[src/rtl/rrct_pkg.sv]
// ---------------------------------------------------------------------------
// rrct_pkg
// constants, codes and controller/datapath types of the rolling code table
// ---------------------------------------------------------------------------
package rrct_pkg;

    localparam int MAX_ENTRIES = 16;
    localparam int ADDR_W      = (MAX_ENTRIES > 1) ? $clog2(MAX_ENTRIES) : 1;
    localparam int CNT_W       = $clog2(MAX_ENTRIES + 1);
    localparam int KEY_W       = 24;
    localparam int CODE_W      = 16;
    localparam int ENTRY_W     = KEY_W + CODE_W;
    localparam int OP_W        = 2;
    localparam int STAT_W      = 2;
    localparam int IN_DATA_W   = ((KEY_W + CODE_W + 7) / 8) * 8;
    localparam int OUT_DATA_W  = ((CODE_W + CNT_W + 7) / 8) * 8;

    localparam logic [OP_W-1:0] OP_GET    = 2'd0;
    localparam logic [OP_W-1:0] OP_SET    = 2'd1;
    localparam logic [OP_W-1:0] OP_FORGET = 2'd2;
    localparam logic [OP_W-1:0] OP_CLEAR  = 2'd3;

    localparam logic [STAT_W-1:0] ST_OK        = 2'd0;
    localparam logic [STAT_W-1:0] ST_NOT_FOUND = 2'd1;
    localparam logic [STAT_W-1:0] ST_FULL      = 2'd2;

    typedef struct packed {
        logic              load;       // take a new word, rewind the pointer
        logic              rd_nxt;     // read the entry after the pointer
        logic              ptr_inc;
        logic              wr_append;
        logic              wr_update;
        logic              wr_shift;
        logic              cnt_inc;
        logic              cnt_dec;
        logic              cnt_clr;
        logic              res_load;
        logic              res_found;
        logic [STAT_W-1:0] res_status;
    } t_dp_cmd;

    typedef struct packed {
        logic [OP_W-1:0] op;
        logic            at_end;   // pointer has passed the last stored entry
        logic            hit;      // entry just read matches the address
        logic            full;
        logic            last;     // pointer sits on the last stored entry
    } t_dp_stat;

endpackage

[src/rtl/rrct_ram.sv]
// ---------------------------------------------------------------------------
// rrct_ram
// generic single write port ram with a registered read port
// ---------------------------------------------------------------------------
module rrct_ram #(
    parameter int WIDTH = 8,
    parameter int DEPTH = 16
) (
    input  logic                             i_clk,
    input  logic                             i_wr_en,
    input  logic [$clog2(DEPTH > 1 ? DEPTH : 2)-1:0] i_wr_addr,
    input  logic [WIDTH-1:0]                 i_wr_data,
    input  logic [$clog2(DEPTH > 1 ? DEPTH : 2)-1:0] i_rd_addr,
    output logic [WIDTH-1:0]                 o_rd_data
);

    logic [WIDTH-1:0] r_mem [DEPTH];
    logic [WIDTH-1:0] r_rd_data;

    always_ff @(posedge i_clk) begin
        if (i_wr_en) begin
            r_mem[i_wr_addr] <= i_wr_data;
        end
        r_rd_data <= r_mem[i_rd_addr];
    end

    assign o_rd_data = r_rd_data;

endmodule

[src/rtl/rrct_datapath.sv]
// ---------------------------------------------------------------------------
// rrct_datapath
// entry store, search pointer, entry count and result registers
// ---------------------------------------------------------------------------
module rrct_datapath
    import rrct_pkg::*;
(
    input  logic              i_clk,
    input  logic              i_rst_n,
    input  t_dp_cmd           i_cmd,
    input  logic [OP_W-1:0]   i_opcode,
    input  logic [KEY_W-1:0]  i_remote_addr,
    input  logic [CODE_W-1:0] i_new_code,
    output t_dp_stat          o_stat,
    output logic [STAT_W-1:0] o_status,
    output logic [CODE_W-1:0] o_found_code,
    output logic [CNT_W-1:0]  o_entry_count
);

    logic [OP_W-1:0]   r_op;
    logic [KEY_W-1:0]  r_addr;
    logic [CODE_W-1:0] r_code;
    logic [CNT_W-1:0]  r_ptr,   n_ptr;
    logic [CNT_W-1:0]  r_count, n_count;
    logic [STAT_W-1:0] r_status;
    logic [CODE_W-1:0] r_found;

    logic [CNT_W-1:0]   ptr_nxt;
    logic [ADDR_W-1:0]  rd_addr;
    logic [ADDR_W-1:0]  wr_addr;
    logic [ENTRY_W-1:0] wr_data;
    logic [ENTRY_W-1:0] rd_data;
    logic               wr_en;

    assign ptr_nxt = r_ptr + CNT_W'(1);
    assign rd_addr = i_cmd.rd_nxt ? ptr_nxt[ADDR_W-1:0] : r_ptr[ADDR_W-1:0];
    assign wr_en   = i_cmd.wr_append | i_cmd.wr_update | i_cmd.wr_shift;
    assign wr_addr = i_cmd.wr_append ? r_count[ADDR_W-1:0] : r_ptr[ADDR_W-1:0];
    // an entry is the code above the key
    assign wr_data = i_cmd.wr_shift ? rd_data : {r_code, r_addr};

    rrct_ram #(
        .WIDTH (ENTRY_W),
        .DEPTH (MAX_ENTRIES)
    ) u_entry_ram (
        .i_clk     (i_clk),
        .i_wr_en   (wr_en),
        .i_wr_addr (wr_addr),
        .i_wr_data (wr_data),
        .i_rd_addr (rd_addr),
        .o_rd_data (rd_data)
    );

    always_comb begin
        n_ptr = r_ptr;
        if (i_cmd.load) begin
            n_ptr = '0;
        end else if (i_cmd.ptr_inc) begin
            n_ptr = ptr_nxt;
        end
    end

    always_comb begin
        n_count = r_count;
        if (i_cmd.cnt_clr) begin
            n_count = '0;
        end else if (i_cmd.cnt_inc) begin
            n_count = r_count + CNT_W'(1);
        end else if (i_cmd.cnt_dec) begin
            n_count = r_count - CNT_W'(1);
        end
    end

    always_ff @(posedge i_clk) begin
        if (!i_rst_n) begin
            r_ptr   <= '0;
            r_count <= '0;
        end else begin
            r_ptr   <= n_ptr;
            r_count <= n_count;
        end
    end

    always_ff @(posedge i_clk) begin
        if (i_cmd.load) begin
            r_op   <= i_opcode;
            r_addr <= i_remote_addr;
            r_code <= i_new_code;
        end
        if (i_cmd.res_load) begin
            r_status <= i_cmd.res_status;
            r_found  <= i_cmd.res_found ? rd_data[ENTRY_W-1:KEY_W] : '0;
        end
    end

    assign o_stat.op     = r_op;
    assign o_stat.at_end = (r_ptr >= r_count);
    assign o_stat.hit    = (rd_data[KEY_W-1:0] == r_addr);
    assign o_stat.full   = (r_count == CNT_W'(MAX_ENTRIES));
    assign o_stat.last   = (ptr_nxt >= r_count);

    assign o_status      = r_status;
    assign o_found_code  = r_found;
    assign o_entry_count = r_count;

endmodule

[src/rtl/rrct_ctrl.sv]
// ---------------------------------------------------------------------------
// rrct_ctrl
// sequencer for search, append, update and compaction of the table
// ---------------------------------------------------------------------------
module rrct_ctrl
    import rrct_pkg::*;
(
    input  logic            i_clk,
    input  logic            i_rst_n,
    input  logic            i_in_valid,
    input  logic [OP_W-1:0] i_opcode,
    input  logic            i_out_ready,
    input  t_dp_stat        i_stat,
    output logic            o_in_ready,
    output logic            o_out_valid,
    output t_dp_cmd         o_cmd
);

    localparam logic [2:0] S_IDLE  = 3'd0;
    localparam logic [2:0] S_CHECK = 3'd1;
    localparam logic [2:0] S_CMP   = 3'd2;
    localparam logic [2:0] S_SHCHK = 3'd3;
    localparam logic [2:0] S_SHWR  = 3'd4;
    localparam logic [2:0] S_OUT   = 3'd5;

    logic [2:0] r_state, n_state;

    always_comb begin
        n_state     = r_state;
        o_cmd       = '0;
        o_in_ready  = 1'b0;
        o_out_valid = 1'b0;
        case (r_state)
            S_IDLE: begin
                o_in_ready = 1'b1;
                if (i_in_valid) begin
                    o_cmd.load = 1'b1;
                    if (i_opcode == OP_CLEAR) begin
                        o_cmd.cnt_clr    = 1'b1;
                        o_cmd.res_load   = 1'b1;
                        o_cmd.res_status = ST_OK;
                        n_state          = S_OUT;
                    end else begin
                        n_state = S_CHECK;
                    end
                end
            end
            S_CHECK: begin
                // read at the pointer is issued here, compared next cycle
                if (i_stat.at_end) begin
                    o_cmd.res_load = 1'b1;
                    if (i_stat.op != OP_SET) begin
                        o_cmd.res_status = ST_NOT_FOUND;
                    end else if (i_stat.full) begin
                        o_cmd.res_status = ST_FULL;
                    end else begin
                        o_cmd.wr_append  = 1'b1;
                        o_cmd.cnt_inc    = 1'b1;
                        o_cmd.res_status = ST_OK;
                    end
                    n_state = S_OUT;
                end else begin
                    n_state = S_CMP;
                end
            end
            S_CMP: begin
                if (i_stat.hit) begin
                    case (i_stat.op)
                        OP_GET: begin
                            o_cmd.res_load   = 1'b1;
                            o_cmd.res_found  = 1'b1;
                            o_cmd.res_status = ST_OK;
                            n_state          = S_OUT;
                        end
                        OP_SET: begin
                            o_cmd.wr_update  = 1'b1;
                            o_cmd.res_load   = 1'b1;
                            o_cmd.res_status = ST_OK;
                            n_state          = S_OUT;
                        end
                        default: begin
                            n_state = S_SHCHK;
                        end
                    endcase
                end else begin
                    o_cmd.ptr_inc = 1'b1;
                    n_state       = S_CHECK;
                end
            end
            S_SHCHK: begin
                if (i_stat.last) begin
                    o_cmd.cnt_dec    = 1'b1;
                    o_cmd.res_load   = 1'b1;
                    o_cmd.res_status = ST_OK;
                    n_state          = S_OUT;
                end else begin
                    o_cmd.rd_nxt = 1'b1;
                    n_state      = S_SHWR;
                end
            end
            S_SHWR: begin
                // move the following entry down into the gap
                o_cmd.wr_shift = 1'b1;
                o_cmd.ptr_inc  = 1'b1;
                n_state        = S_SHCHK;
            end
            S_OUT: begin
                o_out_valid = 1'b1;
                if (i_out_ready) begin
                    n_state = S_IDLE;
                end
            end
            default: begin
                n_state = S_IDLE;
            end
        endcase
    end

    always_ff @(posedge i_clk) begin
        if (!i_rst_n) begin
            r_state <= S_IDLE;
        end else begin
            r_state <= n_state;
        end
    end

endmodule

[src/rtl/remote_rolling_code_table.sv]
// ---------------------------------------------------------------------------
// remote_rolling_code_table
// table of remote addresses with their rolling codes, get/set/forget/clear
// ---------------------------------------------------------------------------
// One word is handled at a time. A get, set or forget searches the table
// linearly from the first entry, each step reading the single entry ram and
// then comparing its registered output. A forget then closes the gap, for
// each later entry a read, then a write one place lower. Clear goes straight
// to the result. The result waits in the output register until taken; no
// new word is accepted until then.
module remote_rolling_code_table
    import rrct_pkg::*;
(
    input  logic                  i_clk,
    input  logic                  i_rst_n,
    input  logic                  s_axis_tvalid,
    output logic                  s_axis_tready,
    input  logic [IN_DATA_W-1:0]  s_axis_tdata,   // remote_addr, new_code
    input  logic [OP_W-1:0]       s_axis_tuser,   // opcode
    output logic                  m_axis_tvalid,
    input  logic                  m_axis_tready,
    output logic [OUT_DATA_W-1:0] m_axis_tdata,   // found_code, entry_count, zero pad
    output logic [STAT_W-1:0]     m_axis_tuser    // status
);

    t_dp_cmd           cmd;
    t_dp_stat          stat;
    logic [CODE_W-1:0] found_code;
    logic [CNT_W-1:0]  entry_count;

    rrct_ctrl u_ctrl (
        .i_clk       (i_clk),
        .i_rst_n     (i_rst_n),
        .i_in_valid  (s_axis_tvalid),
        .i_opcode    (s_axis_tuser),
        .i_out_ready (m_axis_tready),
        .i_stat      (stat),
        .o_in_ready  (s_axis_tready),
        .o_out_valid (m_axis_tvalid),
        .o_cmd       (cmd)
    );

    rrct_datapath u_datapath (
        .i_clk         (i_clk),
        .i_rst_n       (i_rst_n),
        .i_cmd         (cmd),
        .i_opcode      (s_axis_tuser),
        .i_remote_addr (s_axis_tdata[KEY_W-1:0]),
        .i_new_code    (s_axis_tdata[KEY_W+CODE_W-1:KEY_W]),
        .o_stat        (stat),
        .o_status      (m_axis_tuser),
        .o_found_code  (found_code),
        .o_entry_count (entry_count)
    );

    assign m_axis_tdata = OUT_DATA_W'({entry_count, found_code});

endmodule

[config.mk]
export PLATFORM = sky130hd
export DESIGN_NAME = remote_rolling_code_table
export DESIGN_NICKNAME = d
export VERILOG_FILES = /design/src/rtl/rrct_pkg.sv /design/src/rtl/rrct_ram.sv /design/src/rtl/rrct_datapath.sv /design/src/rtl/rrct_ctrl.sv /design/src/rtl/remote_rolling_code_table.sv
export SDC_FILE = /design/constraint.sdc
export NUM_CORES = 1
export LEC_CHECK = 0
export BUFFER_PORTS_ARGS = -buffer_cell sky130_fd_sc_hd__buf_2
export CORE_ASPECT_RATIO = 0.6
export CORE_MARGIN = 2
export CORE_UTILIZATION = 67
export DETAILED_ROUTE_END_ITERATION = 6
export PLACE_DENSITY = 0.85
export SLEW_MARGIN = 20
export SYNTH_ARGS = -nofsm -noshare
export SYNTH_HDL_FRONTEND = slang
export SYNTH_HIERARCHICAL = 1
export SYNTH_SLANG_ARGS = --single-unit
[constraint.sdc]
create_clock -name i_clk -period 11.6 [get_ports i_clk]
set_clock_uncertainty 0.05 [all_clocks]
set_input_delay 2.32 -clock i_clk [delete_from_list [all_inputs] [get_ports i_clk]]
set_output_delay 2.32 -clock i_clk [all_outputs]
set_load 0.01 [all_outputs]
-- Word level (Yosys, flattened, before mapping)
Memory sizes are Yosys's and may differ from the RTL's. A register that Yosys moved wholly into a read port is not among the register bits.
Cells that the tools add are included.
- bits in registers: 73
- RAM bits: 640
- input bits: 46
- output and inout bits: 28
- word-level logic and storage cells: 82
- memories kept: 1
- memories (name ; depth ; width ; rd ports ; clocked after memory_dff ; write ports ; line ; RTL):
    u_datapath.u_entry_ram.r_mem ; 16 ; 40 ; 1 ; 1 ; 1 ; rrct_ram.sv:17 ; logic [WIDTH-1:0] r_mem [DEPTH];
- $add $sub $neg: 3
- $lt $le $gt $ge: 2
- equality and inequality tests: 12
- mux-type cells: 46
- bitwise operators: 3
- reductions and logical operators: 7
- operators with widths (operator ; number):
    2-to-1 mux 40 bit ; 1
    2-to-1 mux 1 bit ; 25
    == test 24 bit ; 1
    2-to-1 mux 3 bit ; 6
    one-hot mux 3 bit (6 select lines) ; 1
    2-to-1 mux 4 bit ; 3
    adder 5 x 1 -> 5 bit (second input constant) ; 2
    greater-or-equal comparator 5 bit ; 2
    2-to-1 mux 2 bit ; 5
    2-to-1 mux 5 bit ; 2
    == test 3 x 2 -> 1 bit (second input constant) ; 2
    == test 3 bit (second input constant) ; 2
    OR reduction 2 bit ; 3
    == test 5 bit (second input constant) ; 1
    subtractor 5 x 1 -> 5 bit (second input constant) ; 1
    inequality test 2 bit (second input constant) ; 2
    one-hot mux 1 bit (4 select lines) ; 1
    one-hot mux 2 bit (2 select lines) ; 1
    == test 3 x 1 -> 1 bit (second input constant) ; 1
    zero test 3 bit ; 1
    == test 2 x 1 -> 1 bit (second input constant) ; 1
    == test 2 bit (second input constant) ; 1
    zero test 2 bit ; 1
    inequality test 2 x 1 -> 1 bit (second input constant) ; 1
    other kinds (5) ; 6

-- Longest topological paths before layout
- word-level depth: 9
- depth in mapped cells: 15
- mapped depth without buffers: 14

-- By module
The synthesis kept the hierarchy.
- modules (own cells, without submodules) (module ; times used ; cells an instance ; area each (um^2)):
    rrct_ram ; 1 ; 1040 ; 25131.6
    rrct_datapath ; 1 ; 262 ; 3532.1
    rrct_ctrl ; 1 ; 50 ; 352.8
    remote_rolling_code_table ; 1 ; 4 ; 26.3

-- Worst setup path before layout
No wires, ideal clock.
- path type: flip-flop to flip-flop
- from: register u_datapath.r_ptr[0]
- to: memory u_datapath/u_entry_ram/r_mem[0][0] (netlist name), enable pin
- setup time: 0.487 ns
- data arrival time: 5.679 ns
- setup slack: 5.384 ns
- stages on the path, launching flop included: 14
- path buffers: 2
- period minus slack after synthesis: 6.216 ns
- cell sequence: dfxtp_1 > clkbuf_1 > inv_1 > ha_1 > inv_1 > a21oi_1 > nor2_1 > nand2_1 > nand3b_1 > nor4_1 > buf_4 > mux2_2 > or3b_2 > nor3_1
- RTL lines (what ; line ; RTL):
    start, declared ; rrct_datapath.sv:23 ; logic [CNT_W-1:0] r_ptr, n_ptr;
    start signal, assigned ; rrct_datapath.sv:79 ; r_ptr <= n_ptr;
    end, declared ; rrct_ram.sv:17 ;

==> results.sh <==
export IMPL_vdd_ir_drop_max_v=0.0001632
export IMPL_crit_fanout=53
export IMPL_crit_path_max_incr_delay_ns=0.88
export IMPL_hold_viol=0
export IMPL_clock_fmax_mhz=172.8
export IMPL_syn_to_final_growth_pct=10.39
export IMPL_track_usage_pct=29.76
export IMPL_ios=74
export IMPL_n_antenna_cell=0
export IMPL_synth_top_area_cell="edfxtp_1"
export IMPL_met1_length_um=25160
export IMPL_critPathLaunchType="flip-flop"
export IMPL_placed_area_um2=30050
export IMPL_first_pass_iters=5
export IMPL_yosysTopAreaCellShare_pct=72.38
export IMPL_antenna_left=0
export IMPL_holdPathStages=1
export IMPL_start_util_pct=67.48
export IMPL_gp_congestion=0.8141
export IMPL_ys_types=48
export IMPL_worstPathCellList="ha_1 > nand3_1 > xnor2_1 > ha_1 > a21oi_1 > o21ai_0 > nor2_1 > xor2_4 > buf_4 > buf_4 > mux4_2 > a22oi_1 > nand2_1"
export IMPL_drv_cap=0
export IMPL_critPathBufInv=2
export IMPL_slew_viol_final=0
export IMPL_syn_area_per_cell_um2=21.42
export IMPL_cp_arrival_ns=6.24
export IMPL_viasPerCell=6.846
export IMPL_final_nets=1514
export IMPL_stdcell_area_um2=32060
export IMPL_highest_layer="met4"
export IMPL_cts_resized_gates=0
export IMPL_final_layout_size_suffix_gt1_share_pct=25.00
export IMPL_critPathTopFamily="buffers and inverters"
export IMPL_postSynthCellCount=1356
export IMPL_reg2reg_to="u_datapath/u_entry_ram/o_rd_data[14]"
export IMPL_antenna_found_initial=1
export IMPL_synth_common_cells="700 x edfxtp_1, 100 x mux4_2, 80 x a22oi_1"
export IMPL_grt_max_degree=101
export IMPL_path_class="flip-flop to flip-flop"
export IMPL_portBuffers=70
export IMPL_netlist_area_um2=29040
export IMPL_required_ns=12.06
export IMPL_fp_row_count=59
export IMPL_ff2ff_setup_slack_ns=5.81
export IMPL_grt_ovfl_total=0
export IMPL_drc=0
export IMPL_first_iter_violations=1990
export IMPL_rsz0062_at_grt="false"
export IMPL_ys_top_cells_by_area="edfxtp_1 72%, mux4_2 7.8%, mux4_1 5.4%, dfxtp_1 3.7%, a22oi_1 2.1%"
export IMPL_synth_seq_cells=753
export IMPL_cts_buffers=61
export IMPL_cts_root_buf="clkbuf_16"
export IMPL_vias=14260
export IMPL_endpoint_kind="flip-flop"
export IMPL_grt_pass1_vias=14410
export IMPL_r2r_cells=13
export IMPL_synth_most_common_cell="edfxtp_1"
export IMPL_clock_path_buffers=3
export IMPL_cellLeakagePower_nw=10.29
export IMPL_setup_violations=0
export IMPL_clock_sinks=753
export IMPL_synth_warnings=6
export IMPL_dr_wl_met2_um=31030
export IMPL_synth_edf_count=700
export IMPL_min_from="u_datapath/u_entry_ram/o_rd_data[34]"
export IMPL_wirelength_um=64540
export IMPL_wl_per_cell_um=30.98
export IMPL_wl_met3_um=6628
export IMPL_finalCritPeriodShare_pct=49.89
export IMPL_holdPathEnd="u_datapath/o_found_code[10]"
export IMPL_tightest_slew_ns=1.141
export IMPL_clkTransAtPathRegs_ns=0.07
export IMPL_ys_seq_area_share_pct=76.03
export IMPL_outcome="finished clean"
export IMPL_finalCriticalPeriod_ns=5.787
export IMPL_setup_tns_ns=0
export IMPL_chipWidth_um=272.8
export IMPL_grt_pass1_wl_um=95090
export IMPL_crit_path_top_delay_cell="buf_4"
export IMPL_core_area_um2=43040
export IMPL_chipHeight_um=165.3
export IMPL_dieArea_um2=45080
export IMPL_dpl_hpwl_um=31740
export IMPL_cts_setup_buffers=0
export IMPL_hold_buffers=0
export IMPL_cts_max_level=2
export IMPL_insertion_delay_ns=0.63
export IMPL_min_path_type="flip-flop to flip-flop"
export IMPL_ys_flop_type="edfxtp_1"
export IMPL_async_reset_ff_share_pct=0
export IMPL_r2r_start="u_datapath/r_ptr[0]"
export IMPL_power_density_nw_per_um2=223.9
export IMPL_cts_tree="built"
export IMPL_startpoint="u_datapath/r_ptr[0]"
export IMPL_slew_headroom_pct=23.14
-- per-layer routing --
layer  global-route usage [%]  up-vias
met1                    43.72     7375
met3                    5.090      127
met5                        0        -
li1                         -     5815
met4                    9.316        0
met2                    47.13      944
-- through the flow --
| stage | setup WS (ns) | cells | util [%] | total power [mW] | hold WS, ns |
|---|---|---|---|---|---|
| floorplan | 5.384 | 1358 | - | 4.724 | 0.4503 |
| global placement | 6.155 | 1969 | 69.82 | 5.023 | 0.4586 |
| detailed placement | 5.924 | 1969 | 69.82 | 5.109 | 0.4615 |
| CTS | 5.868 | 2083 | 74.49 | 7.187 | 0.4861 |
| global route | 5.314 | 2083 | 74.49 | 7.422 | 0.4941 |
| finish | 5.813 | 2083 | 74.49 | 7.177 | 0.4845 |
-- layout make-up --
| class | count | area (um^2) |
|---|---|---|
| sequential | 753 | 22080 |
| multi-input combinational | 524 | 6620 |
| timing repair buffer | 100 | 575.6 |
| clock buffer | 81 | 1703 |
| clock inverter | 33 | 306.5 |
| fill | 2220 | 10980 |
| inverter | 13 | 48.80 |
| tap | 579 | 724.4 |
-- cells in the final DEF, fill, tap and decap left out, types with 19 or more instances in the layout --
master,count
edfxtp_1,700
a22oi_1,80
clkbuf_16,62
mux4_1,60
xor2_1,22
buf_4,30
mux2_2,43
dfxtp_1,53
mux4_2,100
clkinv_2,19
nand2_1,54
buf_2,70
-- worst register-to-register path: stages (launching register included) --
cell and delay [ns]:
dfxtp_1 0.59, ha_1 0.34, nand3_1 0.13, xnor2_1 0.20
ha_1 0.28, a21oi_1 0.17, o21ai_0 0.19, nor2_1 0.53
xor2_4 0.46, buf_4 0.75, buf_4 0.94, mux4_2 0.68
a22oi_1 0.26, nand2_1 0.11
-- sequential cells by signal, indices dropped and copies added (netlist names) --
signal / count
u_datapath/u_entry_ram/r_mem: 640
u_datapath/r_op: 2
u_datapath/r_addr: 24
u_datapath/r_code: 16
u_datapath/o_entry_count: 5
u_datapath/o_found_code: 16
u_datapath/u_entry_ram/o_rd_data: 40
u_datapath/r_ptr: 5
u_datapath/o_status: 2
u_ctrl/r_state: 3
-- logic make-up (layout without fill, tap and decap cells) --
family / after synthesis / after routing / share of synthesized area [%]
other cells: 1 / 3 / 0.01291
mux: 206 / 206 / 14.96
compound gates: 107 / 107 / 2.637
xor+xnor: 36 / 36 / 1.086
buf+inv: 81 / 227 / 1.870
simple gates: 157 / 157 / 2.736
flops: 753 / 753 / 76.03
fa+ha+maj: 15 / 15 / 0.6721
-- where the power goes --
group / leakage [nW] / total, mW / internal [mW] / switching [mW]
clock: 1.00 / 2.08 / 1.13 / 0.952
combinational: 2.51 / 1.44 / 0.566 / 0.871
sequential: 6.77 / 3.66 / 3.52 / 0.142
total: 10.3 / 7.18 / 5.21 / 1.96
-- worst max-delay path by stage --
stage,cells after the start,to,slack (ns)
after CTS,13,u_datapath/u_entry_ram/o_rd_data[14],5.87
after floorplan,13,u_datapath/u_entry_ram/r_mem[0][0],5.38
after global routing,13,u_datapath/u_entry_ram/o_rd_data[14],5.31
final,13,u_datapath/u_entry_ram/o_rd_data[14],5.81
after global placement,13,u_datapath/u_entry_ram/o_rd_data[20],6.16
after detailed placement,13,u_datapath/u_entry_ram/o_rd_data[21],5.92
Note: power is estimated with default switching activity, not from simulation.
